[config.mk]
export PLATFORM = sky130hd
export DESIGN_NAME = usb_control_request_responder
export DESIGN_NICKNAME = d
export VERILOG_FILES = /design/src/rtl/ucrr_pkg.sv /design/src/rtl/usb_control_request_responder.sv /design/src/rtl/ucrr_front.sv /design/src/rtl/ucrr_cmdq.sv /design/src/rtl/ucrr_back.sv
export VERILOG_INCLUDE_DIRS = /design/src /design/src/rtl
export SDC_FILE = /design/constraint.sdc
export NUM_CORES = 1
export LEC_CHECK = 0
export BUFFER_PORTS_ARGS = -buffer_cell sky130_fd_sc_hd__clkbuf_2
export CAP_MARGIN = 10
export CORE_MARGIN = 8
export CORE_UTILIZATION = 50
export CTS_CLUSTER_SIZE = 30
export DETAILED_ROUTE_END_ITERATION = 16
export HOLD_SLACK_MARGIN = 0.08
export PLACE_DENSITY = 0.81
export REMOVE_ABC_BUFFERS = 1
export SYNTH_ARGS = -nofsm -noshare
export SYNTH_HDL_FRONTEND = slang
export SYNTH_HIERARCHICAL = 1
export SYNTH_SLANG_ARGS = --single-unit
export TNS_END_PERCENT = 20
[constraint.sdc]
create_clock -name clk -period 3.3 [get_ports clk]
set_input_delay 0.165 -clock clk [delete_from_list [all_inputs] [get_ports clk]]
set_output_delay 0.165 -clock clk [all_outputs]
set_load 0.005 [all_outputs]
[src/rtl/usb_control_request_responder_assert.svh]
// Assertion macros used by the responder back end
`ifndef USB_CONTROL_REQUEST_RESPONDER_ASSERT_SVH
`define USB_CONTROL_REQUEST_RESPONDER_ASSERT_SVH

// same-cycle implication, clocked on clk, off during reset
`define UCRR_ASSERT_IMP(lbl, ante, cons) \
  lbl: assert property (@(posedge clk) disable iff (!rst_n) (ante) |-> (cons)) \
    else $error("ucrr assertion failed");

// next-cycle implication
`define UCRR_ASSERT_NXT(lbl, ante, cons) \
  lbl: assert property (@(posedge clk) disable iff (!rst_n) (ante) |=> (cons)) \
    else $error("ucrr assertion failed");

`endif

[src/rtl/ucrr_pkg.sv]
// Types, codes and descriptor tables for the control request responder
`default_nettype none
package ucrr_pkg;

  localparam int MAX_PACKET_DEF = 64;
  localparam int LEN_W = 7;

  // event kinds
  localparam logic [1:0] ACT_SETUP = 2'd0;
  localparam logic [1:0] ACT_RESET = 2'd1;
  localparam logic [1:0] ACT_IN    = 2'd2;

  // reply kinds
  localparam logic [2:0] KIND_DATA   = 3'd0;
  localparam logic [2:0] KIND_ACK    = 3'd1;
  localparam logic [2:0] KIND_STALL  = 3'd2;
  localparam logic [2:0] KIND_ADDR   = 3'd3;
  localparam logic [2:0] KIND_STATUS = 3'd4;

  // link states
  localparam logic [1:0] LINK_DEFAULT    = 2'd0;
  localparam logic [1:0] LINK_ADDRESSED  = 2'd1;
  localparam logic [1:0] LINK_CONFIGURED = 2'd2;

  // request type selector (bits 6:5)
  localparam logic [1:0] SEL_STANDARD = 2'd0;
  localparam logic [1:0] SEL_CLASS    = 2'd1;

  // request codes
  localparam logic [7:0] REQ_GET_DESCRIPTOR    = 8'h06;
  localparam logic [7:0] REQ_SET_ADDRESS       = 8'h05;
  localparam logic [7:0] REQ_SET_CONFIGURATION = 8'h09;
  localparam logic [7:0] REQ_GET_CONFIGURATION = 8'h08;
  localparam logic [7:0] REQ_SET_LINE_CODING   = 8'h20;
  localparam logic [7:0] REQ_GET_LINE_CODING   = 8'h21;
  localparam logic [7:0] REQ_SET_CTRL_LINE     = 8'h22;

  // descriptor types
  localparam logic [7:0] DT_DEVICE = 8'd1;
  localparam logic [7:0] DT_CONFIG = 8'd2;
  localparam logic [7:0] DT_STRING = 8'd3;

  // register indexes
  localparam logic [1:0] REG_LINE_RATE   = 2'd0;
  localparam logic [1:0] REG_STOP_FORMAT = 2'd1;
  localparam logic [1:0] REG_PARITY_MODE = 2'd2;
  localparam logic [1:0] REG_DATA_BITS   = 2'd3;

  localparam logic [23:0] LINE_RATE_RST = 24'd115200;
  localparam logic [4:0]  DATA_BITS_RST = 5'd8;

  // reply byte sources
  typedef enum logic [2:0] {
    SRC_DEV, SRC_CFG, SRC_LANG, SRC_MFR, SRC_PROD, SRC_SER, SRC_LC, SRC_CFGB
  } src_t;

  localparam logic [LEN_W-1:0] LEN_DEV  = 7'd18;
  localparam logic [LEN_W-1:0] LEN_CFG  = 7'd67;
  localparam logic [LEN_W-1:0] LEN_LANG = 7'd4;
  localparam logic [LEN_W-1:0] LEN_MFR  = 7'd18;
  localparam logic [LEN_W-1:0] LEN_PROD = 7'd20;
  localparam logic [LEN_W-1:0] LEN_SER  = 7'd22;
  localparam logic [LEN_W-1:0] LEN_LC   = 7'd7;
  localparam logic [LEN_W-1:0] LEN_ONE  = 7'd1;

  typedef struct packed {
    logic [1:0]  action;
    logic [7:0]  request_type;
    logic [7:0]  request_code;
    logic [15:0] request_value;
    logic [15:0] request_length;
  } in_t;

  typedef struct packed {
    logic [2:0] reply_kind;
    logic [7:0] reply_byte;
    logic       last;
    logic [1:0] device_state;
    logic [6:0] bus_address;
    logic [7:0] config_number;
  } out_t;

  typedef struct packed {
    logic [2:0]       kind;
    src_t             src;
    logic [LEN_W-1:0] len;
    logic [1:0]       link;
    logic [6:0]       addr;
    logic [7:0]       cfg;
  } cmd_t;

  typedef struct packed {
    logic [23:0] line_rate;
    logic [1:0]  stop_format;
    logic [2:0]  parity_mode;
    logic [4:0]  data_bits;
  } lc_cfg_t;

  localparam logic [7:0] ROM_DEV [18] = '{
    8'd18, 8'h01, 8'h00, 8'h02, 8'h02, 8'h00, 8'h00, 8'd64,
    8'h83, 8'h04, 8'h40, 8'h57, 8'h00, 8'h02, 8'd1, 8'd2, 8'd3, 8'd1
  };

  localparam logic [7:0] ROM_CFG [67] = '{
    8'd9, 8'h02, 8'd67, 8'h00, 8'h02, 8'h01, 8'h00, 8'h80, 8'h32,
    8'd9, 8'h04, 8'h00, 8'h00, 8'h01, 8'h02, 8'h02, 8'h01, 8'h00,
    8'd5, 8'h24, 8'h00, 8'h10, 8'h01,
    8'd5, 8'h24, 8'h01, 8'h00, 8'h01,
    8'd4, 8'h24, 8'h02, 8'h02,
    8'd5, 8'h24, 8'h06, 8'h00, 8'h01,
    8'd7, 8'h05, 8'h82, 8'h03, 8'h08, 8'h00, 8'h10,
    8'd9, 8'h04, 8'h01, 8'h00, 8'h02, 8'h0A, 8'h00, 8'h00, 8'h00,
    8'd7, 8'h05, 8'h01, 8'h02, 8'h40, 8'h00, 8'h00,
    8'd7, 8'h05, 8'h81, 8'h02, 8'h40, 8'h00, 8'h00
  };

  localparam logic [7:0] ROM_LANG [4] = '{8'd4, 8'h03, 8'h09, 8'h04};

  localparam logic [7:0] ROM_MFR [18] = '{
    8'd18, 8'h03, 8'h53, 8'h00, 8'h54, 8'h00, 8'h4D, 8'h00, 8'h69, 8'h00,
    8'h63, 8'h00, 8'h72, 8'h00, 8'h6F, 8'h00, 8'h73, 8'h00
  };

  localparam logic [7:0] ROM_PROD [20] = '{
    8'd20, 8'h03, 8'h53, 8'h00, 8'h54, 8'h00, 8'h4D, 8'h00, 8'h33, 8'h00,
    8'h32, 8'h00, 8'h20, 8'h00, 8'h56, 8'h00, 8'h43, 8'h00, 8'h50, 8'h00
  };

  localparam logic [7:0] ROM_SER [22] = '{
    8'd22, 8'h03, 8'h30, 8'h00, 8'h30, 8'h00, 8'h30, 8'h00, 8'h30, 8'h00,
    8'h30, 8'h00, 8'h30, 8'h00, 8'h30, 8'h00, 8'h30, 8'h00, 8'h30, 8'h00,
    8'h31, 8'h00
  };

  // descriptor byte lookup; an index at or past the descriptor length reads as zero
  function automatic logic [7:0] rom_byte(src_t src, logic [5:0] idx);
    logic [7:0] b;
    b = 8'h00;
    case (src)
      SRC_DEV:  if (idx < 6'd18) b = ROM_DEV[idx[4:0]];
      SRC_CFG:  b = ROM_CFG[{1'b0, idx}];
      SRC_LANG: if (idx < 6'd4) b = ROM_LANG[idx[1:0]];
      SRC_MFR:  if (idx < 6'd18) b = ROM_MFR[idx[4:0]];
      SRC_PROD: if (idx < 6'd20) b = ROM_PROD[idx[4:0]];
      SRC_SER:  if (idx < 6'd22) b = ROM_SER[idx[4:0]];
      default:  b = 8'h00;
    endcase
    return b;
  endfunction

endpackage
`default_nettype wire

[src/rtl/usb_control_request_responder.sv]
// Control endpoint request responder for a CDC serial function: each event
// word (setup, bus reset, IN complete) yields one or more result words. A
// data reply of n bytes leaves at one word per cycle, while the consumer pops
// them, once its command is loaded from the queue; the streamer takes the next
// command only after the last word of the current one. The decoder takes an
// event per cycle until its two-entry command queue fills. Line coding
// registers sit on the APB port at byte offsets 0, 4, 8 and 12.
`default_nettype none
module usb_control_request_responder #(
  parameter int MAX_PACKET = ucrr_pkg::MAX_PACKET_DEF
) (
  input  wire logic           clk,
  input  wire logic           rst_n,
  input  wire logic           in_push,
  output logic                in_full,
  input  wire ucrr_pkg::in_t  in_word,
  output logic                out_empty,
  input  wire logic           out_pop,
  output ucrr_pkg::out_t      out_word,
  input  wire logic           psel,
  input  wire logic           penable,
  input  wire logic           pwrite,
  input  wire logic [3:0]     paddr,
  input  wire logic [31:0]    pwdata,
  output logic [31:0]         prdata,
  output logic                pready
);

  ucrr_pkg::lc_cfg_t lc_r;
  ucrr_pkg::cmd_t    f_cmd, q_cmd;
  logic              f_push, q_full, q_valid, q_pop;
  logic              wr_en;
  logic [1:0]        reg_idx;

  assign pready  = 1'b1;
  assign reg_idx = paddr[3:2];
  assign wr_en   = psel && penable && pwrite;

  always_comb begin
    unique case (reg_idx)
      ucrr_pkg::REG_LINE_RATE:   prdata = {8'd0, lc_r.line_rate};
      ucrr_pkg::REG_STOP_FORMAT: prdata = {30'd0, lc_r.stop_format};
      ucrr_pkg::REG_PARITY_MODE: prdata = {29'd0, lc_r.parity_mode};
      default:                   prdata = {27'd0, lc_r.data_bits};
    endcase
  end

  always_ff @(posedge clk) begin
    if (!rst_n) begin
      lc_r.line_rate   <= ucrr_pkg::LINE_RATE_RST;
      lc_r.stop_format <= 2'd0;
      lc_r.parity_mode <= 3'd0;
      lc_r.data_bits   <= ucrr_pkg::DATA_BITS_RST;
    end else if (wr_en) begin
      unique case (reg_idx)
        ucrr_pkg::REG_LINE_RATE:   lc_r.line_rate   <= pwdata[23:0];
        ucrr_pkg::REG_STOP_FORMAT: lc_r.stop_format <= pwdata[1:0];
        ucrr_pkg::REG_PARITY_MODE: lc_r.parity_mode <= pwdata[2:0];
        default:                   lc_r.data_bits   <= pwdata[4:0];
      endcase
    end
  end

  ucrr_front #(.MAX_PACKET(MAX_PACKET)) u_front (
    .clk      (clk),
    .rst_n    (rst_n),
    .in_push  (in_push),
    .in_word  (in_word),
    .in_full  (in_full),
    .cmd_push (f_push),
    .cmd      (f_cmd),
    .cmd_full (q_full)
  );

  ucrr_cmdq u_cmdq (
    .clk    (clk),
    .rst_n  (rst_n),
    .push   (f_push),
    .wr_cmd (f_cmd),
    .full   (q_full),
    .valid  (q_valid),
    .rd_cmd (q_cmd),
    .pop    (q_pop)
  );

  ucrr_back u_back (
    .clk       (clk),
    .rst_n     (rst_n),
    .q_valid   (q_valid),
    .q_cmd     (q_cmd),
    .q_pop     (q_pop),
    .lc        (lc_r),
    .out_empty (out_empty),
    .out_word  (out_word),
    .out_pop   (out_pop)
  );

endmodule
`default_nettype wire

[src/rtl/ucrr_front.sv]
// Front end: decodes events, tracks device state, issues reply commands
`default_nettype none
module ucrr_front #(
  parameter int MAX_PACKET = ucrr_pkg::MAX_PACKET_DEF
) (
  input  wire logic          clk,
  input  wire logic          rst_n,
  input  wire logic          in_push,
  input  wire ucrr_pkg::in_t in_word,
  output logic               in_full,
  output logic               cmd_push,
  output ucrr_pkg::cmd_t     cmd,
  input  wire logic          cmd_full
);

  localparam logic [ucrr_pkg::LEN_W-1:0] MAXP = ucrr_pkg::LEN_W'(MAX_PACKET);

  logic [1:0] link_r, link_nxt;
  logic [6:0] pend_r, pend_nxt;
  logic [6:0] addr_r, addr_nxt;
  logic [7:0] cfg_r, cfg_nxt;

  logic                         accept;
  logic                         is_get;
  logic [2:0]                   kind;
  ucrr_pkg::src_t               src;
  logic [ucrr_pkg::LEN_W-1:0]   dlen;
  logic [ucrr_pkg::LEN_W-1:0]   n_w;
  logic [ucrr_pkg::LEN_W-1:0]   n_clamp;
  logic [1:0]                   sel;
  logic [7:0]                   new_cfg;

  assign in_full  = cmd_full;
  assign accept   = in_push && !cmd_full;
  assign sel      = in_word.request_type[6:5];
  assign new_cfg  = in_word.request_value[7:0];
  assign cmd_push = accept && (in_word.action == ucrr_pkg::ACT_SETUP ||
                               in_word.action == ucrr_pkg::ACT_RESET ||
                               in_word.action == ucrr_pkg::ACT_IN);

  always_comb begin
    link_nxt = link_r;
    pend_nxt = pend_r;
    addr_nxt = addr_r;
    cfg_nxt  = cfg_r;
    is_get   = 1'b0;
    kind     = ucrr_pkg::KIND_STALL;
    src      = ucrr_pkg::SRC_DEV;
    dlen     = ucrr_pkg::LEN_ONE;
    unique case (in_word.action)
      ucrr_pkg::ACT_SETUP: begin
        if (sel == ucrr_pkg::SEL_STANDARD) begin
          unique case (in_word.request_code)
            ucrr_pkg::REQ_GET_DESCRIPTOR: begin
              unique case (in_word.request_value[15:8])
                ucrr_pkg::DT_DEVICE: begin
                  is_get = 1'b1;
                  src    = ucrr_pkg::SRC_DEV;
                  dlen   = ucrr_pkg::LEN_DEV;
                end
                ucrr_pkg::DT_CONFIG: begin
                  is_get = 1'b1;
                  src    = ucrr_pkg::SRC_CFG;
                  dlen   = ucrr_pkg::LEN_CFG;
                end
                ucrr_pkg::DT_STRING: begin
                  is_get = (in_word.request_value[7:2] == 6'd0);
                  unique case (in_word.request_value[1:0])
                    2'd0: begin src = ucrr_pkg::SRC_LANG; dlen = ucrr_pkg::LEN_LANG; end
                    2'd1: begin src = ucrr_pkg::SRC_MFR;  dlen = ucrr_pkg::LEN_MFR;  end
                    2'd2: begin src = ucrr_pkg::SRC_PROD; dlen = ucrr_pkg::LEN_PROD; end
                    default: begin src = ucrr_pkg::SRC_SER; dlen = ucrr_pkg::LEN_SER; end
                  endcase
                end
                default: is_get = 1'b0;
              endcase
            end
            ucrr_pkg::REQ_SET_ADDRESS: begin
              pend_nxt = in_word.request_value[6:0];
              link_nxt = ucrr_pkg::LINK_ADDRESSED;
              kind     = ucrr_pkg::KIND_ACK;
            end
            ucrr_pkg::REQ_SET_CONFIGURATION: begin
              cfg_nxt = new_cfg;
              if (new_cfg == 8'd1) begin
                link_nxt = ucrr_pkg::LINK_CONFIGURED;
              end else if (new_cfg == 8'd0 && link_r == ucrr_pkg::LINK_CONFIGURED) begin
                link_nxt = ucrr_pkg::LINK_ADDRESSED;
              end
              kind = ucrr_pkg::KIND_ACK;
            end
            ucrr_pkg::REQ_GET_CONFIGURATION: begin
              is_get = 1'b1;
              src    = ucrr_pkg::SRC_CFGB;
              dlen   = ucrr_pkg::LEN_ONE;
            end
            default: kind = ucrr_pkg::KIND_STALL;
          endcase
        end else if (sel == ucrr_pkg::SEL_CLASS) begin
          unique case (in_word.request_code)
            ucrr_pkg::REQ_SET_LINE_CODING, ucrr_pkg::REQ_SET_CTRL_LINE:
              kind = ucrr_pkg::KIND_ACK;
            ucrr_pkg::REQ_GET_LINE_CODING: begin
              is_get = 1'b1;
              src    = ucrr_pkg::SRC_LC;
              dlen   = ucrr_pkg::LEN_LC;
            end
            default: kind = ucrr_pkg::KIND_STALL;
          endcase
        end
      end
      ucrr_pkg::ACT_RESET: begin
        link_nxt = ucrr_pkg::LINK_DEFAULT;
        pend_nxt = 7'd0;
        addr_nxt = 7'd0;
        cfg_nxt  = 8'd0;
        kind     = ucrr_pkg::KIND_STATUS;
      end
      ucrr_pkg::ACT_IN: begin
        if (pend_r != 7'd0 && link_r == ucrr_pkg::LINK_ADDRESSED) begin
          addr_nxt = pend_r;
          kind     = ucrr_pkg::KIND_ADDR;
        end else begin
          kind = ucrr_pkg::KIND_STATUS;
        end
      end
      default: kind = ucrr_pkg::KIND_STALL;
    endcase
  end

  // reply length = min(descriptor, wLength, max packet)
  always_comb begin
    if (in_word.request_length < 16'(dlen)) n_w = in_word.request_length[ucrr_pkg::LEN_W-1:0];
    else                                     n_w = dlen;
    n_clamp = (n_w > MAXP) ? MAXP : n_w;
  end

  always_comb begin
    cmd.kind = kind;
    cmd.src  = src;
    cmd.len  = ucrr_pkg::LEN_ONE;
    if (is_get) begin
      if (n_clamp == '0) begin
        cmd.kind = ucrr_pkg::KIND_STATUS;
      end else begin
        cmd.kind = ucrr_pkg::KIND_DATA;
        cmd.len  = n_clamp;
      end
    end
    cmd.link = link_nxt;
    cmd.addr = addr_nxt;
    cmd.cfg  = cfg_nxt;
  end

  always_ff @(posedge clk) begin
    if (!rst_n) begin
      link_r <= ucrr_pkg::LINK_DEFAULT;
      pend_r <= 7'd0;
      addr_r <= 7'd0;
      cfg_r  <= 8'd0;
    end else if (cmd_push) begin
      link_r <= link_nxt;
      pend_r <= pend_nxt;
      addr_r <= addr_nxt;
      cfg_r  <= cfg_nxt;
    end
  end

endmodule
`default_nettype wire

[src/rtl/ucrr_cmdq.sv]
// Two-entry command queue between the decoder and the reply streamer
`default_nettype none
module ucrr_cmdq (
  input  wire logic           clk,
  input  wire logic           rst_n,
  input  wire logic           push,
  input  wire ucrr_pkg::cmd_t wr_cmd,
  output logic                full,
  output logic                valid,
  output ucrr_pkg::cmd_t      rd_cmd,
  input  wire logic           pop
);

  ucrr_pkg::cmd_t slot_r [2];
  logic       wp_r, rp_r;
  logic [1:0] cnt_r, cnt_nxt;
  logic       do_push, do_pop;

  assign full    = (cnt_r == 2'd2);
  assign valid   = (cnt_r != 2'd0);
  assign rd_cmd  = slot_r[rp_r];
  assign do_push = push && !full;
  assign do_pop  = pop && valid;

  always_comb begin
    cnt_nxt = cnt_r;
    if (do_push && !do_pop) cnt_nxt = cnt_r + 2'd1;
    else if (!do_push && do_pop) cnt_nxt = cnt_r - 2'd1;
  end

  always_ff @(posedge clk) begin
    if (do_push) slot_r[wp_r] <= wr_cmd;
  end

  always_ff @(posedge clk) begin
    if (!rst_n) begin
      wp_r  <= 1'b0;
      rp_r  <= 1'b0;
      cnt_r <= 2'd0;
    end else begin
      cnt_r <= cnt_nxt;
      if (do_push) wp_r <= !wp_r;
      if (do_pop)  rp_r <= !rp_r;
    end
  end

endmodule
`default_nettype wire

[src/rtl/ucrr_back.sv]
// Back end: streams each command's result words into the output register
`default_nettype none
module ucrr_back (
  input  wire logic              clk,
  input  wire logic              rst_n,
  input  wire logic              q_valid,
  input  wire ucrr_pkg::cmd_t    q_cmd,
  output logic                   q_pop,
  input  wire ucrr_pkg::lc_cfg_t lc,
  output logic                   out_empty,
  output ucrr_pkg::out_t         out_word,
  input  wire logic              out_pop
);

  `include "usb_control_request_responder_assert.svh"

  ucrr_pkg::cmd_t             cmd_r;
  ucrr_pkg::out_t             out_r, out_nxt;
  logic                       busy_r, out_valid_r;
  logic [ucrr_pkg::LEN_W-1:0] idx_r;
  logic                       advance, emit, is_last;
  logic [7:0]                 byte_sel;

  assign advance   = !out_valid_r || out_pop;
  assign emit      = busy_r && advance;
  assign q_pop     = !busy_r && q_valid;
  assign is_last   = (idx_r == ucrr_pkg::LEN_W'(cmd_r.len - ucrr_pkg::LEN_ONE));
  assign out_empty = !out_valid_r;
  assign out_word  = out_r;

  always_comb begin
    case (cmd_r.src)
      ucrr_pkg::SRC_LC: begin
        case (idx_r[2:0])
          3'd0:    byte_sel = lc.line_rate[7:0];
          3'd1:    byte_sel = lc.line_rate[15:8];
          3'd2:    byte_sel = lc.line_rate[23:16];
          3'd4:    byte_sel = {6'd0, lc.stop_format};
          3'd5:    byte_sel = {5'd0, lc.parity_mode};
          3'd6:    byte_sel = {3'd0, lc.data_bits};
          default: byte_sel = 8'h00;
        endcase
      end
      ucrr_pkg::SRC_CFGB: byte_sel = cmd_r.cfg;
      default:            byte_sel = ucrr_pkg::rom_byte(cmd_r.src, idx_r[5:0]);
    endcase
  end

  always_comb begin
    out_nxt.reply_kind    = cmd_r.kind;
    out_nxt.reply_byte    = (cmd_r.kind == ucrr_pkg::KIND_DATA) ? byte_sel : 8'h00;
    out_nxt.last          = is_last;
    out_nxt.device_state  = cmd_r.link;
    out_nxt.bus_address   = cmd_r.addr;
    out_nxt.config_number = cmd_r.cfg;
  end

  always_ff @(posedge clk) begin
    if (q_pop) cmd_r <= q_cmd;
    if (emit)  out_r <= out_nxt;
  end

  always_ff @(posedge clk) begin
    if (!rst_n) begin
      busy_r      <= 1'b0;
      out_valid_r <= 1'b0;
      idx_r       <= '0;
    end else begin
      if (q_pop) begin
        busy_r <= 1'b1;
        idx_r  <= '0;
      end else if (emit) begin
        idx_r <= idx_r + ucrr_pkg::LEN_ONE;
        if (is_last) busy_r <= 1'b0;
      end
      if (emit)         out_valid_r <= 1'b1;
      else if (out_pop) out_valid_r <= 1'b0;
    end
  end

  // non-data replies are single words
  `UCRR_ASSERT_IMP(a_single_last, out_valid_r && out_r.reply_kind != ucrr_pkg::KIND_DATA, out_r.last)
  // streamer finishes after emitting the final word
  `UCRR_ASSERT_NXT(a_done_idle, emit && is_last, !busy_r)
  // a new command is only taken while the streamer is idle
  `UCRR_ASSERT_IMP(a_load_idle, q_pop, !busy_r)
  // index never passes the command length
  `UCRR_ASSERT_IMP(a_idx_range, busy_r, idx_r < cmd_r.len)

endmodule
`default_nettype wire

==> results of run 1 <==
==> worst paths after layout <==
path                                                     endpoint  cells past startpoint
worst max-delay path               u_cmdq/slot_r[0][20]$_DFFE_PP_                     13
worst min-delay path                        lc_r[19]$_SDFFE_PN1P_                      3
worst max register to register  u_back/out_word[18]$_SDFFCE_PP0P_                      8
worst min register to register       u_back/out_word[8]$_DFFE_PP_                      0
==> per-stage QoR <==
stage,hold WS [ns],instance area (um^2),setup WS [ns],total power (uW)
6_report,0.100,11800,0.419,7360
5_1_grt,0.116,11800,0.116,7700
4_1_cts,0.0848,11800,0.479,7380
3_5_place_dp,0.404,11000,0.0459,5310
3_3_place_gp,0.400,11000,0.142,5260
2_1_floorplan,0.254,9710,0.125,4490
==> state kept, by name (all words and copies together), names as in the netlist, named ones only <==
signal	cells
u_front/addr_r	7
u_front/link_r	2
u_cmdq/cnt_r	2
u_back/out_word	29
u_back/out_valid_r	1
u_back/busy_r	1
u_front/pend_r	7
u_front/cfg_r	8
u_cmdq/rp_r	1
lc_r	34
u_back/idx_r	7
u_back/cmd_r	30
u_cmdq/wp_r	1
u_cmdq/slot_r	60
==> power breakdown <==
| group | internal (uW) | switching (uW) | total [uW] |
|---|---|---|---|
| Sequential | 3090 | 240 | 3330 |
| Clock | 1130 | 912 | 2040 |
| Combinational | 779 | 1210 | 1990 |
| Total | 4990 | 2370 | 7360 |
==> layer usage <==
layer	track usage (%)	vias up
met3	3.93	60
met1	25.4	3911
li1	-	3850
met2	35.4	408
met4	8.39	0
met5	0	-
==> cell usage in the layout (no fill, tap or decap), drive strengths merged, types with 25 or more instances in the layout <==
cell and instances:
a21oi 44, nand2 117, inv 29, nor2 41, and2 28, dlygate4sd3 28
nor3 25, edfxtp 119, o21ai 42, buf 32, dfxtp 72, clkbuf 148
mux2 31, mux2i 40
==> cell families after synthesis <==
logic type                 synth area share [%]
xor gates and xnor gates                   1.48
and+or+nand+nor                            19.1
adders and majority gates                  2.24
other                                    0.0747
muxes                                      7.90
AOI/OAI and AO/OA                          14.7
DFF                                        49.9
buffers and inverters                      4.64
==> critical path, cell delays in order <==
cell and delay [ns]:
clkbuf_2 0.12, inv_1 0.09, ha_1 0.42, nand2_1 0.21
nor4_1 0.43, nor2_1 0.11, ha_1 0.32, a21oi_1 0.15
o21ai_0 0.14, a21oi_1 0.17, buf_4 0.18, nand2_1 0.07
nor4b_1 0.47
==> area by class of cell <==
cell class	instances	area, um^2
Fill cell	1619	8130
Clock buffer	17	425
Inverter	25	93.8
Timing Repair Buffer	191	1200
Clock inverter	15	160
Multi-Input combinational cell	674	4610
Sequential cell	191	5010
Tap cell	270	338
==> timing repair <==
action	4_1_cts	5_1_grt
endpoints found under the setup margin	0	0
hold buffers	28	0
hold endpoints to repair	43	0
==> impl_metrics.csv, run 1 <==
group,metric,value,unit
clocking,clk_pin_slew,0.07,ns
final_layout,fin_util,59.3,%
synth,yosys-top-cells-area,"edfxtp_1 36%, dfxtp_1 14%, nand2_1 4.3%",
clocking,cts.sinks,191,
drt,wl_met1,10500,um
final_layout,area_growth,17.8,%
clocking,clock-root-buffer,"clkbuf_16",
drt,routed_wire_length_per_instance,18.7,um
synth,avgSynthCellArea,10.6,um^2
synth,ys.flop_type,"edfxtp_1",
sta,fin_crit_sh,87.3,%
clocking,h-tree-depth,4,
final_layout,diodes,0,
critical_path,endpoint_kind,"flip-flop",
power,power_density,621,nW/um^2
synth,syn_area,10100,um^2
global_route,grt_pass1_vias,8089,
floorplanning,die-width,158,um
placement,place_congestion,0.981,
critical_path,start_kind,"primary input",
global_route,grt_max_degree,45,
final_layout,nets,1211,
synth,yosysMostFrequentCell,"edfxtp_1",
synth,synthArstFlopShare,0,%
sta,setup_tns,0,ns
floorplanning,num_rows,52,
sta,maxSlewHeadroom,33.0,%
global_route,grt_usage,20.8,%
critical_path,crit_fanout,12,
critical_path,cp-startpoint,"in_word[48]",
global_route,grt-ovfl-total,0,
sta,min_period,2.88,ns
sta,drv_slew,0,
hold_path,min_from,"pwdata[9]",
power,peakVddDrop,0.407,mV
synth,ys.warnings.count,6,
clocking,cts_buffer_depth,2,
final_layout,drive_gt1_share,23.0,%
critical_path,crit_type,"in -> reg",
critical_path,rrSetupSlack,0.77,ns
global_route,grt_antenna_before_repair,0,
clocking,post_cts_resized,0,
sta,setup_viol,0,
clocking,post_cts_buffers,0,
drt,ant_nets,0,
placement,hpwl,18300,um
drt,drt_iter0_markers,895,
drt,wl_met2,12600,um
critical_path,critPathArrivalTime,3.04,ns
critical_path,r2r-start,"u_back/idx_r[1]$_SDFFE_PP0P_",
job,max_cap_viol_count,0,
sta,rsz0062_at_grt,"no",
floorplanning,coreArea,20000,um^2
placement,port_buffers,131,
synth,synth_top_area_share,35.5,%
floorplanning,dieArea,24900,um^2
synth,yosys.area.top_type,"edfxtp_1",
floorplanning,io_pins,157,
drt,viasPerCell,5.95,
drt,totalWireLength,25900,um
sta,fin_skew,0.00825,ns
clocking,cts_tree,"yes",
clocking,cts_buffers,17,
clocking,clock_latency,0.43,ns
drt,drc,0,
synth,syn_inst,952,
drt,first_pass_iters,7,
floorplanning,start_util,50.3,%
sta,worst_pin_slew,1.00,ns
synth,synth_common_cells,"119 x edfxtp_1, 116 x nand2_1, 72 x dfxtp_1, 44 x a21oi_1",
synth,synthDistinctLibCells,95,
hold_path,hold_path.class,"in -> reg",
synth,yosysSeqAreaShare,49.9,%
sta,hold_viol_final,0,
power,power.leakage,0.00429,uW
run_status,status,"finished clean",
global_route,grt_pass1_wl,41100,um
drt,highest_layer,"met4",
floorplanning,die_h,158,um
drt,vias,8229,
final_layout,stdcell_count,1383,
synth,synth_edf_count,119,
synth,ys_ff_latch,191,
placement,placedCellCount,1323,
critical_path,cp.required,3.46,ns
sta,fmax,347,MHz
drt,wl_met3,2080,um
Power figures use the tool's default switching activity.
==> inputs of run 2 (changes only) <==
--- a/config.mk
+++ b/config.mk
@@ -9,12 +9,13 @@
 export BUFFER_PORTS_ARGS = -buffer_cell sky130_fd_sc_hd__clkbuf_2
 export CAP_MARGIN = 10
 export CORE_MARGIN = 8
-export CORE_UTILIZATION = 50
+export CORE_UTILIZATION = 40
 export CTS_CLUSTER_SIZE = 30
 export DETAILED_ROUTE_END_ITERATION = 16
 export HOLD_SLACK_MARGIN = 0.08
-export PLACE_DENSITY = 0.81
+export PLACE_DENSITY = 0.67
 export REMOVE_ABC_BUFFERS = 1
+export SLEW_MARGIN = 20
 export SYNTH_ARGS = -nofsm -noshare
 export SYNTH_HDL_FRONTEND = slang
 export SYNTH_HIERARCHICAL = 1
==> constraint.sdc (replaced) <==
create_clock -name clk -period 2.77 [get_ports clk]
set_input_delay 0.1385 -clock clk [delete_from_list [all_inputs] [get_ports clk]]
set_output_delay 0.1385 -clock clk [all_outputs]
set_load 0.005 [all_outputs]
==> run 2 against run 1 <==
Net effect:
- critical path depth down 1
- via count down 1.8%
- die area up 22%
- global-route usage down 3.8 points
- total power up 20%
- final cell count up 6.8%
- design area up 3.3%
==> impl_metrics.csv, run 2 (same netlist as run 1, synthesis figures left out) <==
group,metric,value,unit
run_status,status,"finished clean",
drt,vias,8081,
global_route,global_route.usage.met1,21.5,%
sta,setup_viol,0,
placement,hpwl,19100,um
clocking,h-tree-depth,4,
final_layout,layout_common_cells,"131 x clkbuf_2, 119 x edfxtp_1, 116 x nand2_1, 72 x dfxtp_1, 57 x buf_4",
drt,routed_wire_length_per_instance,17.8,um
final_layout,top_regs,"u_cmdq/slot_r x60, lc_r x34, u_back/cmd_r x30",
critical_path,crit_chain,"clkbuf_2, nor4b_1, buf_4, nand4_2, nor4b_1, nor2_1, ha_1, inv_1, o21ai_0, nor3_1, or4b_1, a21o_1",
power,power.leakage,0.00447,uW
sta,min_period,2.56,ns
placement,placedCellCount,1414,
hold_path,holdPathStages,2,
critical_path,critPathArrivalTime,2.74,ns
critical_path,crit_type,"in -> reg",
job,max_cap_viol_count,0,
global_route,grt_max_degree,85,
global_route,grt_antenna_before_repair,0,
power,power_density,721,nW/um^2
final_layout,largest_reg_flops,60,
critical_path,r2r-start,"u_back/idx_r[0]$_SDFFE_PP0P_",
clocking,post_cts_buffers,0,
hold_path,min_from,"in_word[16]",
critical_path,start_kind,"primary input",
final_layout,multiInputGateArea,4620,um^2
critical_path,timing.rr.end,"u_back/out_word[18]$_SDFFCE_PP0P_",
critical_path,cpPeakStageDelay,0.48,ns
drt,totalWireLength,26300,um
final_layout,stdcell_count,1477,
clocking,cts_buffer_depth,2,
floorplanning,die-width,175,um
final_layout,registers.top_by_ff_count,"u_cmdq/slot_r",
critical_path,cpMaxStageDelayCell,"or4b_1",
global_route,grt_pass1_vias,7940,
final_layout,nets,1245,
drt,ant_nets,0,
final_layout,diodes,0,
clocking,clock-root-buffer,"clkbuf_16",
global_route,grt_pass1_wl,42000,um
final_layout,drive_gt1_share,24.9,%
floorplanning,io_pins,157,
clocking,cts_buffers,17,
placement,port_buffers,131,
clocking,clock_latency,0.43,ns
hold_path,hold_path.class,"in -> reg",
final_layout,fin_util,49.0,%
drt,viasPerCell,5.47,
global_route,busiest_layer,"met2",
power,peakVddDrop,0.329,mV
placement,place_congestion,0.933,
clocking,cts.sinks,191,
sta,fin_skew,0.0118,ns
critical_path,cp.required,2.95,ns
critical_path,crit_end,"u_cmdq/slot_r[1][17]$_DFFE_PP_",
critical_path,rrSetupSlack,0.36,ns
critical_path,endpoint_kind,"flip-flop",
sta,worst_slack,0.210,ns
global_route,grt-ovfl-total,0,
sta,drv_slew,0,
sta,fmax,391,MHz
floorplanning,dieArea,30500,um^2
critical_path,crit_fanout,4,
global_route,grtUsageMet3,3.97,%
placement,preCtsSetupSlack,-0.222,ns
floorplanning,coreArea,25000,um^2
final_layout,area_growth,21.6,%
drt,drt_iter0_markers,670,
final_layout,fillers,2292,
sta,holdWs,0.118,ns
sta,maxSlewHeadroom,51.7,%
final_layout,seqCellArea,5010,um^2
floorplanning,start_util,40.3,%
critical_path,cp_common_cell,"nor4b_1",
final_layout,final_common_cell,"clkbuf_2",
sta,worst_pin_slew,0.723,ns
drt,first_pass_iters,7,
floorplanning,die_h,175,um
critical_path,cp-startpoint,"in_word[32]",
sta,fin_crit_sh,92.4,%
sta,hold_viol_final,0,
clocking,cts_tree,"yes",
clocking,clk_pin_slew,0.07,ns
global_route,grt_usage,16.9,%
sta,rsz0062_at_grt,"yes",
global_route,grt_use_met2,27.6,%
floorplanning,num_rows,58,
drt,drc,0,
critical_path,r2r_cells,8,
==> run 2: cell count changes in the layout (fill, tap and decap cells not counted), moves of 2 or more <==
cell | previous run | this run
buf_4 | 30 | 57
clkbuf_16 | 17 | 19
buf_12 | 2 | 6
dlygate4sd3_1 | 28 | 31
clkinv_2 | 2 | 0
bufinv_16 | 2 | 0
clkbuf_1 | 0 | 3
==> run 2: layout make-up <==
type                            count  area share (%)
Clock buffer                       22            3.98
Multi-Input combinational cell    674            37.8
Inverter                           25           0.767
Timing Repair Buffer              225            12.4
Tap cell                          330            3.38
Clock inverter                     10           0.737
Sequential cell                   191            41.0
==> run 2: per-layer routing <==
layer  share of wire (%)  up-vias
met4                 2.3        0
met1                  43     3801
met5                   0        -
met2                  47      316
met3                 7.2       52
li1                    -     3912
==> run 2: worst min path at each step <==
stage	endpoint	slack (ns)
floorplan	lc_r[19]$_SDFFE_PN1P_	0.23
global placement	lc_r[15]$_SDFFE_PN0P_	0.37
detailed placement	lc_r[15]$_SDFFE_PN0P_	0.38
CTS	u_front/cfg_r[0]$_SDFFE_PN0P_	0.09
global route	u_front/cfg_r[0]$_SDFFE_PN0P_	0.13
finish	u_front/cfg_r[0]$_SDFFE_PN0P_	0.12
==> run 2: through the flow <==
| stage | TNS, ns | cell area [um^2] | power [uW] |
|---|---|---|---|
| floorplan | -7.03 | 9710 | 5350 |
| global placement | -1.65 | 11300 | 6440 |
| detailed placement | -2.18 | 11300 | 6460 |
| CTS | 0 | 12200 | 8880 |
| global route | -0.0126 | 12200 | 9250 |
| finish | 0 | 12200 | 8810 |
==> run 2: critical path: cells and delay by family <==
family	cells	cell delay, ns
compound gates	2	0.47
fa+ha+maj	1	0.32
buf+inv	3	0.30
simple gates	6	1.52
==> run 2: what timing repair did <==
item,4_1_cts,5_1_grt
gates resized for setup,0,1
endpoints found under the hold margin,46,0
setup endpoints to repair,0,4
hold buffers,31,0
==> run 2: power by group <==
| group | internal [uW] | total [uW] | switching [uW] |
|---|---|---|---|
| Sequential | 3680 | 3950 | 274 |
| Combinational | 1000 | 2480 | 1470 |
| Clock | 1290 | 2380 | 1090 |
